<file path="src/rtl/core/ntss_pkg.sv">
package ntss_pkg;

    localparam int POS_BITS  = 11;
    localparam int DIST_BITS = 16;
    localparam int NUM_CAND  = 4;

    // candidate slots, in the order they are weighed
    localparam int CAND_LO1 = 0;
    localparam int CAND_LO2 = 1;
    localparam int CAND_HI0 = 2;
    localparam int CAND_HI1 = 3;

    typedef enum logic {
        CMD_CLEAR  = 1'b0,
        CMD_INSERT = 1'b1
    } cmd_t;

    typedef struct packed {
        logic lt;
        logic eq;
        logic hit_lo1;
        logic hit_lo2;
        logic hit_hi0;
        logic hit_hi1;
    } cell_stat_t;

endpackage

</file>
<file path="src/rtl/core/ntss_pick.sv">
module ntss_pick #(
    parameter int VALUE_BITS = 16
) (
    input  logic signed [VALUE_BITS-1:0]          x,
    input  logic signed [VALUE_BITS-1:0]          cand_value [ntss_pkg::NUM_CAND],
    input  logic        [ntss_pkg::POS_BITS-1:0]  cand_pos   [ntss_pkg::NUM_CAND],
    input  logic                                  cand_have  [ntss_pkg::NUM_CAND],
    output logic        [ntss_pkg::POS_BITS-1:0]  nearest_pos,
    output logic        [ntss_pkg::DIST_BITS-1:0] nearest_dist,
    output logic        [ntss_pkg::POS_BITS-1:0]  second_pos,
    output logic        [ntss_pkg::DIST_BITS-1:0] second_dist
);

    always_comb
    begin
        logic                                 have1;
        logic                                 have2;
        logic        [ntss_pkg::POS_BITS-1:0] pos1;
        logic        [ntss_pkg::POS_BITS-1:0] pos2;
        logic        [VALUE_BITS:0]           d1;
        logic        [VALUE_BITS:0]           d2;
        logic signed [VALUE_BITS-1:0]         v1;
        logic signed [VALUE_BITS-1:0]         v2;
        logic signed [VALUE_BITS:0]           xe;
        logic signed [VALUE_BITS:0]           ye;
        logic signed [VALUE_BITS:0]           diff;
        logic        [VALUE_BITS:0]           d;
        have1 = 1'b0;
        have2 = 1'b0;
        pos1  = '0;
        pos2  = '0;
        d1    = '0;
        d2    = '0;
        v1    = '0;
        v2    = '0;
        xe    = {x[VALUE_BITS-1], x};
        for (int k = 0; k < ntss_pkg::NUM_CAND; k++)
        begin
            ye   = {cand_value[k][VALUE_BITS-1], cand_value[k]};
            diff = xe - ye;
            d    = diff[VALUE_BITS] ? (VALUE_BITS+1)'(-diff) : diff;
            if (cand_have[k])
            begin
                if (!have1 || d < d1 || (d == d1 && cand_value[k] < v1))
                begin
                    have2 = have1;
                    pos2  = pos1;
                    d2    = d1;
                    v2    = v1;
                    have1 = 1'b1;
                    pos1  = cand_pos[k];
                    d1    = d;
                    v1    = cand_value[k];
                end
                else if (!have2 || d < d2 || (d == d2 && cand_value[k] < v2))
                begin
                    have2 = 1'b1;
                    pos2  = cand_pos[k];
                    d2    = d;
                    v2    = cand_value[k];
                end
            end
        end
        nearest_pos  = have1 ? pos1 : '0;
        nearest_dist = have1 ? ntss_pkg::DIST_BITS'(d1) : '0;
        second_pos   = have2 ? pos2 : '0;
        second_dist  = have2 ? ntss_pkg::DIST_BITS'(d2) : '0;
    end

endmodule

</file>
<file path="config.mk">
export PLATFORM = sky130hd
export DESIGN_NAME = ntss_pick
export DESIGN_NICKNAME = d
export VERILOG_FILES = /design/src/rtl/core/ntss_pkg.sv /design/src/rtl/core/ntss_pick.sv
export SDC_FILE = /design/constraint.sdc
export NUM_CORES = 1
export LEC_CHECK = 0
export ABC_CLOCK_PERIOD_IN_PS = 30900
export CAP_MARGIN = 20
export CELL_PAD_IN_SITES_DETAIL_PLACEMENT = 1
export CELL_PAD_IN_SITES_GLOBAL_PLACEMENT = 2
export CORE_AREA = 2 2 188 172
export DETAILED_ROUTE_END_ITERATION = 10
export DIE_AREA = 0 0 190 174
export DONT_BUFFER_PORTS = 1
export GPL_ROUTABILITY_DRIVEN = 0
export GPL_TIMING_DRIVEN = 1
export PLACE_DENSITY = 0.9
export SYNTH_ARGS = -nofsm -noshare
export SYNTH_HDL_FRONTEND = slang
export SYNTH_SLANG_ARGS = --single-unit
</file>
<file path="constraint.sdc">
create_clock -name vclk -period 30.9
set_input_delay 1.545 -clock vclk [all_inputs]
set_output_delay 1.545 -clock vclk [all_outputs]
set_load 0.02 [all_outputs]
</file>
==> run_results.csv, run 1 <==
group,metric,value,unit
power,cellPowerDensity,67.0,mW/mm²
finish,final_nets,2149,
synthesis,synth_nets,2210,
power,swShare,67.3,%
grt,grt_overflow,0,
power,p_leak,5.52,nW
sta,finalSetupViolCount,0,
sta,tns,0,ns
setup_path,crit_fanout,66,
detailed_routing,via_count,14800,
setup_path,cp-start-kind,"primary input",
synthesis,synth_xor_area_share,6.19,%
hold_path,hold_class,"in2out",
detailed_routing,wire_per_inst,25.6,µm
synthesis,yosysWarningCount,0,
cts,hold_buffers,0,
sta,min_period,16.42,ns
die,io_pins,182,
grt,grt_max_degree,67,
synthesis,synth_top_family_by_area,"compound AO/OA/AOI/OAI gates",
setup_path,critical_path_class,"in2out",
detailed_routing,first_iter_violations,1372,
synthesis,synth_area,0.0123,mm²
die,dieArea,0.0331,mm²
cts,cts_setup_buffers,0,
finish,drive_gt1_share,3.53,%
setup_path,max_stage_delay,0.61,ns
synthesis,synth_most_common_cell,"ha_1",
power,peakVddDrop,0.0295,mV
synthesis,synth_top_cell_by_area,"ha_1",
setup_path,cp.arrival,14.87,ns
synthesis,syn_inst,1850,
synthesis,synth_top_area_share,23.2,%
finish,areaGrowthSynthToFinish,2.88,%
power,internal-power,277,µW
synthesis,synth_fa_ha_area_share,23.9,%
sta,worst_slew_margin_rel,21.4,%
finish,clock_buffers,0,
die,initial_core_util,39.4,%
detailed_routing,dr.pass1.iters,7,
placement,portBuffers,0,
grt,grt_pass1_wl,84800,µm
sta,rsz0062_at_grt,"false",
synthesis,synth_common_cells,"ha_1 (228), nand2_1 (206), nor2_1 (164), o21ai_0 (156), a21oi_1 (145)",
cts,ctsResizeCount,0,
sta,timing.final.crit_share,53.1,%
synthesis,ys_seq_area_share,0,%
grt,grt_use_total,32.8,%
synthesis,synth.avg_cell_area,6.66,µm²
synthesis,yosys.area_share.simple,25.2,%
synthesis,synthMuxAreaShare,3.44,%
setup_path,critPathCaptureType,"output port",
detailed_routing,route.detailed.drc,0,
die,row_count,62,
power,seqPwrFrac,0,%
detailed_routing,avgViaCountPerCell,6.72,
finish,fin_area,0.0127,mm²
finish,seq_cell_count,0,
finish,seq_area,0,µm²
synthesis,synth.area.top_cells,"ha_1 (23%), o21ai_0 (6.3%), nand2_1 (6.3%)",
setup_path,cp.required,29.36,ns
setup_path,slowest_stage,"buf_4",
detailed_routing,drt_wl_total,56400,µm
grt,grt_pass1_vias,14500,
status,status,"completed",
synthesis,synth-compound-area-share,34.7,%
sta,drv_slew,0,
synthesis,synth_cell_types,91,
flow_run,max_cap_violations,0,
sta,tightest_slew,1.17,ns
sta,final_hold_viol_count,0,
detailed_routing,detail-route-antenna-nets,0,
die,coreArea,0.0313,mm²
finish,fin_util,40.5,%
power,pwr-share-clk,0,%
grt,antenna_found_initial,1,
power,netSwitchingPower,572,µW
placement,dp_hpwl,47900,µm
setup_path,crit_top_cell,"ha_1",
die,die_w,190,µm
sta,fmax,60.9,MHz
die,die_y,174,µm
placement,dpl_cell_area,0.0127,mm²
power,combPwrFrac,100.0,%
==> power by group through the flow <==
stage	clock network [mW]	logic [mW]	registers, mW
finish	0.00000000438	0.849	0
CTS	0	0.829	0
global route	0	0.923	0
detailed placement	0	0.824	0
floorplan	0	0.612	0
global placement	0	0.795	0
==> area by class of cell <==
| class | instances | area [µm²] |
|---|---|---|
| Tap cell | 416 | 520 |
| Multi-Input combinational cell | 1639 | 11500 |
| Antenna cell | 1 | 2.50 |
| Timing Repair Buffer | 13 | 105 |
| Fill cell | 4110 | 18600 |
| Inverter | 135 | 507 |
==> kinds of logic after synthesis <==
family / count (synthesis)
AND/OR/NAND/NOR: 648
AO/OA/AOI/OAI: 630
adder cells (fa/ha/maj): 233
buffers and inverters: 211
XOR/XNOR: 87
multiplexers: 41
==> worst max-delay path: cells and delay by family <==
family | cells | cell delay, ns
multiplexers | 1 | 0.21
adder cells (fa/ha/maj) | 5 | 1.71
XOR/XNOR | 2 | 0.89
AND/OR/NAND/NOR | 14 | 3.39
AO/OA/AOI/OAI | 19 | 5.32
buffers and inverters | 5 | 1.77
==> worst paths after layout <==
| kind | start | end | slack, ns | cells past startpoint |
|---|---|---|---|---|
| setup / recovery | x[0] | second_dist[13] | 14.48 | 46 |
| hold / removal | cand_pos[9] | nearest_pos[9] | 3.29 | 1 |
==> layer usage <==
layer | global-route usage [%] | routed length (µm) | share of wire, % | up-vias
met1 | 42.3 | 23200 | 41 | 7218
li1 | - | - | - | 6787
met2 | 52.7 | 24800 | 44 | 671
met3 | 6.68 | 5520 | 9.8 | 145
met5 | 0 | 0 | 0 | -
met4 | 14.0 | 2860 | 5.1 | 0
==> through the flow <==
| stage | power [mW] | hold WS, ns | setup WS (ns) | cells |
|---|---|---|---|---|
| 6_report | 0.849 | 3.29 | 14.48 | 2204 |
| 5_1_grt | 0.923 | 3.29 | 13.59 | 2203 |
| 4_1_cts | 0.829 | 3.29 | 14.81 | 2202 |
| 3_5_place_dp | 0.824 | 3.29 | 14.84 | 2202 |
| 3_3_place_gp | 0.795 | 3.29 | 15.35 | 2202 |
| 2_1_floorplan | 0.612 | 3.28 | 16.88 | 1850 |
==> placed cells by master (no fill, tap or decap), types with 21 or more instances in the layout <==
master    count
a21o_1       32
nor3_1       33
inv_1       134
ha_1        228
nand3_1      42
o22ai_1      21
nor2_1      162
a211oi_1     22
o21ai_0     156
a21oi_1     145
o21a_1       33
nor2b_1      33
xor2_1       36
o221ai_1     23
a211o_1      21
nand2_1     206
xnor2_1      51
nand2b_1     25
mux2i_1      33
nand4_1      33
No activity file was read; power rests on OpenSTA's default activity.
==> run 2, diff against run 1 <==
- ABC_CLOCK_PERIOD_IN_PS: 30900 -> 15160
- CORE_AREA: 2 2 188 172 -> 2 2 193 176
- DIE_AREA: 0 0 190 174 -> 0 0 195 178
- PLACE_DENSITY: 0.9 -> 0.86
- clock period: 30.9 -> 15.16 ns (I/O delays scaled with it)
==> run_results.csv, run 2 (synthesis results as in run 1) <==
group,metric,value,unit
setup_path,path_delay_family,"compound AO/OA/AOI/OAI gates",
setup_path,crit_top_cell,"ha_1",
finish,seq_cell_count,0,
die,die_w,195,µm
setup_path,cp-start-kind,"primary input",
sta,timing.final.crit_share,94.1,%
detailed_routing,first_iter_violations,1164,
finish,clock_buffers,0,
setup_path,cp.required,14.40,ns
setup_path,max_stage_delay,0.53,ns
detailed_routing,detail-route-antenna-nets,0,
finish,n_fill_cell,4330,
die,dieArea,0.0347,mm²
finish,areaGrowthSynthToFinish,4.66,%
sta,tightest_slew,1.13,ns
detailed_routing,drt_wl_total,55700,µm
die,die_y,178,µm
grt,grt_use_total,31.1,%
placement,dpl_cell_area,0.0129,mm²
finish,layout_common_cells,"ha_1 (228), nand2_1 (206), nor2_1 (162)",
cts,cts_setup_buffers,0,
setup_path,cp.arrival,13.50,ns
hold_path,hold_class,"in2out",
sta,worst_slew_margin_rel,24.3,%
finish,stdcell_count,2237,
grt,grt_pass1_wl,84600,µm
power,total_power,1.80,mW
die,io_pins,182,
flow_run,max_cap_violations,0,
placement,placed_cells,2237,
die,initial_core_util,37.7,%
finish,mostFrequentLayoutCell,"ha_1",
finish,antenna_cells,0,
finish,drive_gt1_share,5.01,%
power,peakVddDrop,0.0717,mV
setup_path,crit_fanout,50,
finish,final_nets,2177,
detailed_routing,dr.pass1.iters,7,
sta,tns,0,ns
setup_path,path_buf_inv,6,
power,p_leak,5.66,nW
setup_path,slowest_stage,"a211oi_4",
finish,fin_area,0.0129,mm²
grt,grt_overflow,0,
sta,timing.final.ws_setup,0.901,ns
placement,dp_hpwl,48200,µm
placement,portBuffers,0,
placement,pre_cts_ws,1.13,ns
sta,min_period,14.26,ns
detailed_routing,wire_per_inst,24.9,µm
status,status,"completed",
power,cellPowerDensity,140,mW/mm²
die,row_count,63,
detailed_routing,avgViaCountPerCell,6.49,
grt,antenna_found_initial,1,
sta,drv_slew,0,
setup_path,critical_path_class,"in2out",
grt,grt_max_degree,63,
sta,rsz0062_at_grt,"false",
cts,ctsResizeCount,0,
detailed_routing,route.detailed.drc,0,
die,coreArea,0.0326,mm²
sta,fmax,70.1,MHz
sta,finalSetupViolCount,0,
cts,hold_buffers,0,
setup_path,critPathCaptureType,"output port",
detailed_routing,via_count,14500,
sta,final_hold_viol_count,0,
grt,grt_pass1_vias,14400,
finish,seq_area,0,µm²
## run 2: cell count changes in the layout (fill, tap and decap cells not counted), sizes merged
cell / delta
buf: +28
diode: -1
## run 2: metrics by stage
| step | hold slack (ns) | utilization, % |
|---|---|---|
| 6_report | 1.71 | 39.5 |
| 5_1_grt | 1.72 | 39.5 |
| 2_1_floorplan | 1.71 | - |
| 4_1_cts | 1.71 | 39.5 |
| 3_3_place_gp | 1.71 | 39.5 |
| 3_5_place_dp | 1.71 | 39.5 |
## run 2: worst paths after layout
kind	from	end	slack (ns)	cells after the start
hold / removal	cand_pos[9]	nearest_pos[9]	1.71	1
setup / recovery	x[0]	second_dist[12]	0.90	43
## run 2: power breakdown
part / internal [mW] / switching [mW]
registers: 0 / 0
clock network: 0 / 0
logic: 0.630 / 1.17
## run 2: metal layers
| metal | track usage [%] | up-vias | share of wire, % |
|---|---|---|---|
| met3 | 8.00 | 123 | 8.9 |
| met2 | 50.1 | 523 | 44 |
| li1 | - | 6836 | - |
| met5 | 0 | - | 0 |
| met1 | 39.8 | 7040 | 42 |
| met4 | 12.4 | 0 | 4.5 |
## run 2: final cells by class
type	count	area, µm²	share of cell area (%)
repair buffers	41	320	2.48
well taps	422	528	4.10
inverters	135	507	3.93
multi-input cells	1639	11500	89.5
