<file path="src/rtl/core/ntss_pkg.sv">
package ntss_pkg;

    localparam int POS_BITS  = 11;
    localparam int DIST_BITS = 16;
    localparam int NUM_CAND  = 4;

    // candidate slots, in the order they are weighed
    localparam int CAND_LO1 = 0;
    localparam int CAND_LO2 = 1;
    localparam int CAND_HI0 = 2;
    localparam int CAND_HI1 = 3;

    typedef enum logic {
        CMD_CLEAR  = 1'b0,
        CMD_INSERT = 1'b1
    } cmd_t;

    typedef struct packed {
        logic lt;
        logic eq;
        logic hit_lo1;
        logic hit_lo2;
        logic hit_hi0;
        logic hit_hi1;
    } cell_stat_t;

endpackage

</file>
<file path="src/rtl/core/ntss_cell.sv">
module ntss_cell #(
    parameter int VALUE_BITS = 16
) (
    input  logic                                 clk,
    input  logic                                 capture,
    input  logic signed [VALUE_BITS-1:0]         x,
    input  logic                                 occupied,
    input  logic                                 lt_m1,
    input  logic                                 lt_m2,
    input  logic                                 lt_p1,
    input  logic                                 lt_p2,
    input  logic                                 shift,
    input  logic signed [VALUE_BITS-1:0]         ins_value,
    input  logic        [ntss_pkg::POS_BITS-1:0] ins_pos,
    input  logic signed [VALUE_BITS-1:0]         left_value,
    input  logic        [ntss_pkg::POS_BITS-1:0] left_pos,
    output ntss_pkg::cell_stat_t                 stat,
    output logic signed [VALUE_BITS-1:0]         value,
    output logic        [ntss_pkg::POS_BITS-1:0] pos
);

    logic signed [VALUE_BITS-1:0]         value_reg;
    logic signed [VALUE_BITS-1:0]         value_next;
    logic        [ntss_pkg::POS_BITS-1:0] pos_reg;
    logic        [ntss_pkg::POS_BITS-1:0] pos_next;
    logic                                 lt_reg;
    logic                                 eq_reg;
    logic                                 occ_reg;

    // cells at or above the insertion point move up by one
    always_comb
    begin
        value_next = value_reg;
        pos_next   = pos_reg;
        if (shift && !lt_reg)
        begin
            if (lt_m1)
            begin
                value_next = ins_value;
                pos_next   = ins_pos;
            end
            else
            begin
                value_next = left_value;
                pos_next   = left_pos;
            end
        end
    end

    always_ff @(posedge clk)
    begin
        value_reg <= value_next;
        pos_reg   <= pos_next;
        if (capture)
        begin
            lt_reg  <= occupied && (value_reg < x);
            eq_reg  <= (value_reg == x);
            occ_reg <= occupied;
        end
    end

    assign stat.lt      = lt_reg;
    assign stat.eq      = eq_reg;
    assign stat.hit_lo1 = lt_reg && !lt_p1;
    assign stat.hit_lo2 = lt_reg && lt_p1 && !lt_p2;
    assign stat.hit_hi0 = occ_reg && !lt_reg && lt_m1;
    assign stat.hit_hi1 = occ_reg && !lt_reg && !lt_m1 && lt_m2;

    assign value = value_reg;
    assign pos   = pos_reg;

endmodule

</file>
<file path="config.mk">
export PLATFORM = sky130hd
export DESIGN_NAME = ntss_cell
export DESIGN_NICKNAME = d
export VERILOG_FILES = /design/src/rtl/core/ntss_pkg.sv /design/src/rtl/core/ntss_cell.sv
export SDC_FILE = /design/constraint.sdc
export NUM_CORES = 1
export LEC_CHECK = 0
export BUFFER_PORTS_ARGS = -buffer_cell sky130_fd_sc_hd__buf_2
export CAP_MARGIN = 0
export CORE_MARGIN = 2
export CORE_UTILIZATION = 40
export DETAILED_ROUTE_END_ITERATION = 10
export PLACE_DENSITY = 0.79
export SLEW_MARGIN = 10
export SYNTH_ARGS = -nofsm -noshare
export SYNTH_HDL_FRONTEND = slang
export SYNTH_SLANG_ARGS = --single-unit
</file>
<file path="constraint.sdc">
create_clock -name clk -period 2.8 [get_ports clk]
set_input_delay 0.56 -clock clk [delete_from_list [all_inputs] [get_ports clk]]
set_output_delay 0.56 -clock clk [all_outputs]
set_load 0.02 [all_outputs]
</file>
==> summary.md, run 1 <==
| Metric | Value |
|---|---|
| Max Fclk | 488.0 MHz |
| GRT Util Overall | 16.63% |
| Unrepaired setup endpoints after global routing | no |
| CTS buffer count | 5 |
| Final worst slack | 0.7507 ns |
| Critical path origin | value[14] |
| Fin crit period | 2.049 ns |
| Ys Warns | 0 |
| ANT nets after route | 0 |
| Worst-path cell chain | ha_1 -> a21oi_1 -> nand2_1 -> a221o_2 -> o311ai_1 -> o41ai_1 |
| Crit. path cell count | 6 |
| Row cnt | 23 |
| Die Area | 0.004792 mm2 |
| Worst Path Required | 2.82 ns |
| Top post-synthesis cells by area | edfxtp_1 (53%), mux2_2 (18%), ha_1 (12%) |
| Cell-internal power | 0.8215 mW |
| Count of final hold-check violations | 0 |
| Largest net degree at the start of global routing | 30 |
| Initial Util | 41.94% |
| Non-filler cells, final | 292 |
| Initial DRC Count | 24 |
| Vias | 1,394 |
| Sw power | 0.2869 mW |
| Combinational Power Share | 21.7% |
| Hold WC Path Type | in -> reg |
| Worst flop-to-flop path endpoint | lt_reg |
| Pre-CTS WS | 0.5511 ns |
| GP Congestion | 0.8076 |
| DP Cell Count | 284 |
| Post-CTS setup buffers | 0 |
| Overflow after GRT | 0 |
| Post-synthesis sequential area ratio | 52.94% |
| Mean routed wirelength per cell | 12.86 um |
| Avg Cell Area, Syn | 13.29 um2 |
| Area of the multi-input gates | 710.7 um2 |
| CP peak stage delay | 0.40 ns |
| DIE WIDTH | 69.23 um |
| CTS tree | built |
| Post-synth cell types | 25 |
| Die height | 69.23 um |
| IO Pins | 111 |
| Aggregate negative setup slack | 0 ns |
| Final net count | 335 |
| Routed wire length | 3754 um |
| Number of flip-flops under the largest register name | 16 |
| Sw frac | 25.88% |
| Crit path capture type | flop |
| Via/cell ratio | 4.774 |
| FF-to-FF path depth | 6 |
| Syn Nets | 222 |
| PD cells | 466.3 mW/mm2 |
| Synth area leader | edfxtp_1 |
| First-pass GRT wire length | 6251 um |
| DR pass1 iterations | 3 |
| Clock skew | 0.0009230 ns |
| H-tree Lvls | 2 |
| Initial antenna violation count | 0 |
| Max_cap viols | 0 |
| Number of antenna diodes | 0 |
| Fillcell total | 335 |
| Layout area overhead | 39.71% |
| Measured slew at the worst slew-check pin | 0.6347 ns |
| Port Buf Inserts | 110 |
| Clk network pwr share | 28.8% |
| Buf/Inv on CP | 0 |
| CTS clk-pin slew, worst paths | 0.06 ns |
| Syn Inst Count | 128 |
| CTS resizes | 0 |
| Cell family with most CP delay | compound AO/OA/AOI/OAI gates |
| Latest clock arrival within the worst-skew pair | 0.28 ns |
| Slowest CP cell | edfxtp_1 |
| Clock Path Buffers | 2 |
| Reg-to-reg startpoint | value[14] |
| Sequential power share | 49.5% |
| Worst setup endpoint | lt_reg |
| Min Hold Slack | 0.4965 ns |
| Startpoint Class | flop |
| Clock Sinks | 30 |
| Tot Pwr | 1.108 mW |
| Most frequent cells in the layout | buf_2 (110), edfxtp_1 (30), mux2_2 (27) |
| Layout cell share with drive strength beyond 1 | 61.57% |
| Crit path DAT | 2.06 ns |
| Status | finished, final reports clean |
| WS Path Type | reg -> reg |
| Rel. slew slack | 57.69% |
| Cell chosen for the clock root | clkbuf_8 |
| Final setup viols | 0 |
| Peak VDD IR | 384.3 uV |
| Hold Buf Count CTS | 0 |
| Post-route clock period utilization | 73.19% |
| Reg2Reg Setup Slack | 0.75 ns |
| Core Region | 0.004058 mm2 |
| CP max FO | 3 |
| Sequential cell area | 900.9 um2 |
| Vias in the first global route | 1,414 |
| #FFs+latches synth | 30 |
| Static leakage | 1.172 nW |
| Yosys top cell area share | 52.94% |
| Drt drc | 0 |
| Commonest non-fill, non-tap cell in the layout | buf_2 |
| Final Max Tran Viols | 0 |
| DP Wirelength | 3029 um |
| Mapped cell area | 0.001702 mm2 |
==> how the worst min path moves through the flow <==
stage | from | to | cells past startpoint
3_3_place_gp | occupied | occ_reg | 1
3_5_place_dp | occupied | occ_reg | 1
5_1_grt | occupied | occ_reg | 1
2_1_floorplan | occupied | occ_reg | 0
4_1_cts | occupied | occ_reg | 1
6_report | occupied | occ_reg | 1
==> routing by layer <==
| metal | track usage, % | share of wire [%] |
|---|---|---|
| met1 | 18.63 | 38 |
| met2 | 27.03 | 49 |
| met3 | 7.267 | 11 |
| met4 | 8.061 | 2.0 |
| met5 | 0 | 0 |
==> final cells by class <==
class / instances / area share, %
clock buffer: 6 / 3.053
clock inverter: 2 / 0.3684
inverter: 17 / 2.684
multi-input combinational: 76 / 29.89
sequential: 30 / 37.89
tap: 50 / 2.632
timing repair buffer: 111 / 23.47
==> power groups by stage <==
stage,sequential [mW],combinational (mW),clock (mW)
5_1_grt,0.552,0.269,0.352
6_report,0.548,0.241,0.319
3_5_place_dp,0.558,0.243,0
4_1_cts,0.549,0.245,0.332
2_1_floorplan,0.591,0.109,0
3_3_place_gp,0.557,0.238,0
==> synth_stat cells (all sizes together) <==
cell,n
nor2b,3
or4,1
nand3,2
edfxtp,30
o21bai,1
a221o,1
a21oi,7
nor3,1
and3b,1
inv,17
mux2,27
o21ai,1
clkbuf,1
nor4bb,1
o311ai,1
o41ai,1
nor2,2
ha,16
a21o,1
nand2,7
nand4,2
buf,4
==> cell families (layout without fill, tap and decap cells) <==
family,Yosys count,in the layout,synth area share (%)
AOI/OAI and AO/OA,13,13,5.147
adders and majority gates,16,16,11.76
and+or+nand+nor,20,20,6.839
muxes,27,27,17.87
buffers and inverters,22,136,5.441
DFF,30,30,52.94
==> stage by stage <==
| stage | area, um2 | util, % |
|---|---|---|
| final | 2377 | 58.59 |
| after global placement | 2296 | 56.58 |
| after floorplan | 1702 | - |
| after global routing | 2377 | 58.59 |
| after CTS | 2377 | 58.59 |
| after detailed placement | 2296 | 56.58 |
No activity file was read; power rests on OpenSTA's default activity.
==> inputs of run 2 (changes only) <==
- clock period: 2.8 -> 2.08 ns (I/O delays scaled with it)
==> run 2 against run 1 <==
Effect of this change:
- cell count grew 0.68%
- sequential power increased by 35%
- clock power grew 37%
==> summary.md, run 2 (synthesis gave the netlist of run 1 again) <==
| Metric | Value |
|---|---|
| Min Hold Slack | 0.3837 ns (was 0.4965 ns) |
| Cell chosen for the clock root | clkbuf_8 (unchanged) |
| CP max FO | 3 (unchanged) |
| Clock Sinks | 30 (unchanged) |
| PD cells | 620.1 mW/mm2 (was 466.3 mW/mm2) |
| Crit path capture type | flop (unchanged) |
| Aggregate negative setup slack | 0 ns (unchanged) |
| Number of flip-flops under the largest register name | 16 (unchanged) |
| Clock skew | 0.004973 ns (was 0.0009230 ns) |
| Commonest non-fill, non-tap cell in the layout | buf_2 (unchanged) |
| Most frequent cells in the layout | buf_2 (110), edfxtp_1 (30), mux2_2 (27) (unchanged) |
| Row cnt | 23 (unchanged) |
| Peak VDD IR | 407.2 uV (was 384.3 uV) |
| Max Fclk | 491.4 MHz (was 488.0 MHz) |
| Die Area | 0.004792 mm2 (unchanged) |
| DP Wirelength | 2950 um (was 3029 um) |
| Post-route clock period utilization | 97.83% (was 73.19%) |
| Layout area overhead | 44.19% (was 39.71%) |
| Busiest grt layer | met2 (unchanged) |
| Non-filler cells, final | 294 (was 292) |
| Pre-CTS WS | -0.04023 ns (was 0.5511 ns) |
| Measured slew at the worst slew-check pin | 0.6236 ns (was 0.6347 ns) |
| DR pass1 iterations | 4 (was 3) |
| Worst-path cell chain | ha_4 -> a21oi_1 -> nand2_1 -> a221o_2 -> o311ai_4 -> o41ai_2 (was ha_1 -> a21oi_1 -> nand2_1 -> a221o_2 -> o311ai_1 -> o41ai_1) |
| Clock Path Buffers | 2 (unchanged) |
| Vias in the first global route | 1,400 (was 1,414) |
| Final worst slack | 0.04514 ns (was 0.7507 ns) |
| GP Congestion | 0.7262 (was 0.8076) |
| Vias | 1,389 (was 1,394) |
| CTS tree | built (unchanged) |
| GR Layer Usage met2 | 27.56% (was 27.03%) |
| Largest net degree at the start of global routing | 30 (unchanged) |
| Overflow after GRT | 0 (unchanged) |
| DP Cell Count | 285 (was 284) |
| Core Region | 0.004058 mm2 (unchanged) |
| Latest clock arrival within the worst-skew pair | 0.28 ns (about the same) |
| Die height | 69.23 um (unchanged) |
| Placed Area | 0.002303 mm2 (was 0.002296 mm2) |
| Static leakage | 1.189 nW (was 1.172 nW) |
| Hold Buf Count CTS | 0 (unchanged) |
| Startpoint Class | flop (unchanged) |
| Clk network pwr share | 28.7% (was 28.8%) |
| Sw power | 0.4035 mW (was 0.2869 mW) |
| Tot Pwr | 1.521 mW (was 1.108 mW) |
| Max_cap viols | 0 (unchanged) |
| First-pass GRT wire length | 6127 um (was 6251 um) |
| Cell-internal power | 1.118 mW (was 0.8215 mW) |
| Mean routed wirelength per cell | 12.80 um (was 12.86 um) |
| Number of antenna diodes | 0 (unchanged) |
| Status | finished, final reports clean (unchanged) |
| IO Pins | 111 (unchanged) |
| Rel. slew slack | 58.43% (was 57.69%) |
| ANT nets after route | 0 (unchanged) |
| Met3 usage | 6.686% (was 7.267%) |
| Count of final hold-check violations | 0 (unchanged) |
| Sequential power share | 48.6% (was 49.5%) |
| Sw frac | 26.52% (was 25.88%) |
| WS Path Type | reg -> reg (unchanged) |
| Final Max Tran Viols | 0 (unchanged) |
| CTS buffer count | 5 (unchanged) |
| Crit path DAT | 2.05 ns (was 2.06 ns) |
| CP peak stage delay | 0.43 ns (was 0.40 ns) |
| Worst Path Required | 2.09 ns (was 2.82 ns) |
| Fin crit period | 2.035 ns (was 2.049 ns) |
| Hold WC Path Type | in -> reg (unchanged) |
| Drt drc | 0 (unchanged) |
| Via/cell ratio | 4.724 (was 4.774) |
| Slowest CP cell | edfxtp_1 (unchanged) |
| Initial DRC Count | 24 (unchanged) |
| CTS clk-pin slew, worst paths | 0.06 ns (about the same) |
| H-tree Lvls | 2 (unchanged) |
| Final net count | 337 (was 335) |
| Final standard cell area without fillers | 0.002454 mm2 (was 0.002377 mm2) |
| Layout cell share with drive strength beyond 1 | 63.93% (was 61.57%) |
| GRT Util Overall | 16.26% (was 16.63%) |
| Global Route met1 Usage | 17.98% (was 18.63%) |
| Final setup viols | 0 (unchanged) |
| Combinational Power Share | 22.7% (was 21.7%) |
| Routed wire length | 3762 um (was 3754 um) |
| DIE WIDTH | 69.23 um (unchanged) |
| Initial Util | 41.94% (unchanged) |
| Port Buf Inserts | 110 (unchanged) |
| Initial antenna violation count | 0 (unchanged) |
| Util after Layout | 60.47% (was 58.59%) |
-- run 2: cell count changes in the layout (fill, tap and decap cells not counted), sizes merged --
cell	delta
buf	+2
-- run 2: path summary, 6_finish.rpt --
check	slack, ns	end	cells after the start	from
setup reg to reg	0.05	lt_reg	6	value[14]
hold reg to reg	0.84	eq_reg	3	value[1]
setup / recovery	0.05	lt_reg	6	value[14]
hold / removal	0.38	occ_reg	1	occupied
-- run 2: power by group through the flow --
stage	Sequential (mW)	Combinational [mW]	Clock (mW)
floorplan	0.796	0.147	0
global placement	0.749	0.324	0
detailed placement	0.751	0.330	0
CTS	0.739	0.332	0.453
global route	0.744	0.383	0.488
finish	0.739	0.345	0.437
-- run 2: cell type report --
cell class	count	area [um2]
multi-input cells	76	772.0
clock inverters	2	8.758
clock buffers	6	72.57
fillers	330	1604
well taps	50	62.56
repair buffers	113	573.1
flip-flops and latches	30	900.9
inverters	17	63.81
-- run 2: critical path: cells and delay by family (launching register included) --
kind	cells	cell delay [ns]
DFF	1	0.43
and+or+nand+nor	1	0.07
adders and majority gates	1	0.27
AOI/OAI and AO/OA	4	0.99
-- run 2: timing repair --
action                                  4_1_cts  5_1_grt
endpoints found under the setup margin        0        1
buffers inserted                              0        1
resized for setup                             0        7
-- run 2: routing by layer --
layer	vias up	part of all wire (%)
met5	-	0
li1	696	-
met2	74	51
met3	6	9.8
met4	0	1.5
met1	613	38
==> inputs of run 3 (changes only) <==
- SETUP_SLACK_MARGIN: not set -> 0.2
==> run 3 against run 2 <==
Effect of this change:
- sequential power about the same
- cell count did not move
- count of clock-buffer cells in the layout stayed put
- non-clock buffer count did not move
- via count grew 1.7%
- register-to-register slack better by 0.07 ns
- combinational power up 3%
- largest power group unchanged
- sequential share of layout area fell by 0.77 points
- critical path depth stayed put
- clock skew up 0.00070 ns
- die area did not move
- flip-flop and latch count did not move
==> summary.md, run 3 (synthesis gave the netlist of run 1 again) <==
| Metric | Value |
|---|---|
| Layout area overhead | 47.28% (was 44.19%) |
| Most frequent cells in the layout | buf_2 (110), edfxtp_1 (30), mux2_2 (27) (unchanged) |
| Met2 routed WL | 1993 um (was 1902 um) |
| Static leakage | 1.190 nW (was 1.189 nW) |
| Startpoint Class | flop (unchanged) |
| Hold WC Path Type | in -> reg (unchanged) |
| CTS clk-pin slew, worst paths | 0.06 ns (about the same) |
| Clock skew | 0.005676 ns (was 0.004973 ns) |
| Commonest non-fill, non-tap cell in the layout | buf_2 (unchanged) |
| Initial Util | 41.94% (unchanged) |
| Worst Path Required | 2.17 ns (was 2.09 ns) |
| Fillcell total | 338 (was 330) |
| Aggregate negative setup slack | 0 ns (unchanged) |
| Final setup viols | 0 (unchanged) |
| Slowest CP cell | or4_4 (was edfxtp_1) |
| Routed wire length | 4004 um (was 3762 um) |
| Final standard cell area without fillers | 0.002506 mm2 (was 0.002454 mm2) |
| Drt drc | 0 (unchanged) |
| CTS tree | built (unchanged) |
| Peak VDD IR | 414.5 uV (was 407.2 uV) |
| CP max FO | 3 (unchanged) |
| Largest net degree at the start of global routing | 30 (unchanged) |
| Hold Buf Count CTS | 0 (unchanged) |
| Buf/Inv on CP | 0 (unchanged) |
| CP peak stage delay | 0.56 ns (was 0.43 ns) |
| Via/cell ratio | 4.803 (was 4.724) |
| Initial DRC Count | 41 (was 24) |
| Initial antenna violation count | 0 (unchanged) |
| Row cnt | 23 (unchanged) |
| Final net count | 337 (unchanged) |
| Cell chosen for the clock root | clkbuf_8 (unchanged) |
| Layout cell share with drive strength beyond 1 | 65.98% (was 63.93%) |
| DIE WIDTH | 69.23 um (unchanged) |
| DR pass1 iterations | 4 (unchanged) |
| Number of flip-flops under the largest register name | 16 (unchanged) |
| Die Area | 0.004792 mm2 (unchanged) |
| Cell family with most CP delay | simple AND/OR/NAND/NOR gates (was compound AO/OA/AOI/OAI gates) |
| CTS buffer count | 5 (unchanged) |
| Measured slew at the worst slew-check pin | 0.6365 ns (was 0.6236 ns) |
| Metal3 WL | 358 um (was 369 um) |
| Vias in the first global route | 1,430 (was 1,400) |
| Unrepaired setup endpoints after global routing | yes |
| Max Fclk | 509.0 MHz (was 491.4 MHz) |
| Post-route clock period utilization | 94.45% (was 97.83%) |
| WL met1 | 1584 um (was 1432 um) |
| Top routing layer in use | met4 (unchanged) |
| Clock Sinks | 30 (unchanged) |
| PD cells | 611.9 mW/mm2 (was 620.1 mW/mm2) |
| DP Wirelength | 3057 um (was 2950 um) |
| IO Pins | 111 (unchanged) |
| ANT nets after route | 0 (unchanged) |
| Number of antenna diodes | 0 (unchanged) |
| Count of final hold-check violations | 0 (unchanged) |
| Placed Area | 0.002340 mm2 (was 0.002303 mm2) |
| Min Hold Slack | 0.3775 ns (was 0.3837 ns) |
| Vias | 1,412 (was 1,389) |
| GP Congestion | 0.7279 (was 0.7262) |
| Fin crit period | 1.965 ns (was 2.035 ns) |
| Worst-path cell chain | ha_4 -> nand4_1 -> or4_4 -> a21oi_4 -> o311ai_4 -> o41ai_2 (was ha_4 -> a21oi_1 -> nand2_1 -> a221o_2 -> o311ai_4 -> o41ai_2) |
| Die height | 69.23 um (unchanged) |
| GRT Util Overall | 17.12% (was 16.26%) |
| Rel. slew slack | 57.57% (was 58.43%) |
| Port Buf Inserts | 110 (unchanged) |
| Core Region | 0.004058 mm2 (unchanged) |
| H-tree Lvls | 2 (unchanged) |
| Clock Path Buffers | 2 (unchanged) |
| Crit path DAT | 2.05 ns (about the same) |
| Max_cap viols | 0 (unchanged) |
| Final Max Tran Viols | 0 (unchanged) |
| Latest clock arrival within the worst-skew pair | 0.28 ns (about the same) |
| Crit path capture type | flop (unchanged) |
| First-pass GRT wire length | 6423 um (was 6127 um) |
| WS Path Type | reg -> reg (unchanged) |
| Overflow after GRT | 0 (unchanged) |
| Status | finished, final reports clean (unchanged) |
| Mean routed wirelength per cell | 13.62 um (was 12.80 um) |
run 3: cell counts in the layout (fill, tap and decap cells not counted):
Identical to the previous run, type by type.
run 3: worst paths after layout:
kind              slack (ns)       from  endpoint  cells past startpoint
setup / recovery        0.12  value[11]    lt_reg                      6
hold / removal          0.38   occupied   occ_reg                      1
setup reg to reg        0.12  value[11]    lt_reg                      6
hold reg to reg         0.85   value[1]    eq_reg                      3
run 3: worst register-to-register path, stage by stage (launching register included):
cell      delay, ns
edfxtp_1       0.43
ha_4           0.30
nand4_1        0.12
or4_4          0.56
a21oi_4        0.17
o311ai_4       0.12
o41ai_2        0.07
run 3: layout make-up:
type	count	area [um2]	area share (%)
clock buffers	6	72.57	2.896
clock inverters	2	8.758	0.3495
inverters	17	63.81	2.546
multi-input cells	76	820.8	32.75
flip-flops and latches	30	900.9	35.95
well taps	50	62.56	2.496
repair buffers	113	576.8	23.02
run 3: what timing repair did:
item                       CTS  global route
resized for setup            6             4
pin swaps                   13             5
setup endpoints to repair    1             2
buffers inserted             1             1
run 3: layer usage:
layer,track usage [%],up-vias
met1,19.66,629
li1,-,698
met5,0,-
met3,6.250,7
met2,28.74,78
met4,7.190,0
run 3: metrics by stage:
step	utilization (%)	worst slack (ns)	std cells	total power, mW
floorplan	-	0.1454	128	0.9514
global placement	57.66	0.06120	284	1.082
detailed placement	57.66	0.03252	284	1.091
CTS	60.93	0.1548	293	1.546
global route	61.76	0.03968	294	1.623
finish	61.76	0.1155	294	1.533
run 3: power by group:
part,internal (mW),switching [mW],leakage [nW]
Clock,0.229,0.207,0.0426
Combinational,0.173,0.182,0.862
Sequential,0.720,0.0208,0.286
Total,1.12,0.411,1.19
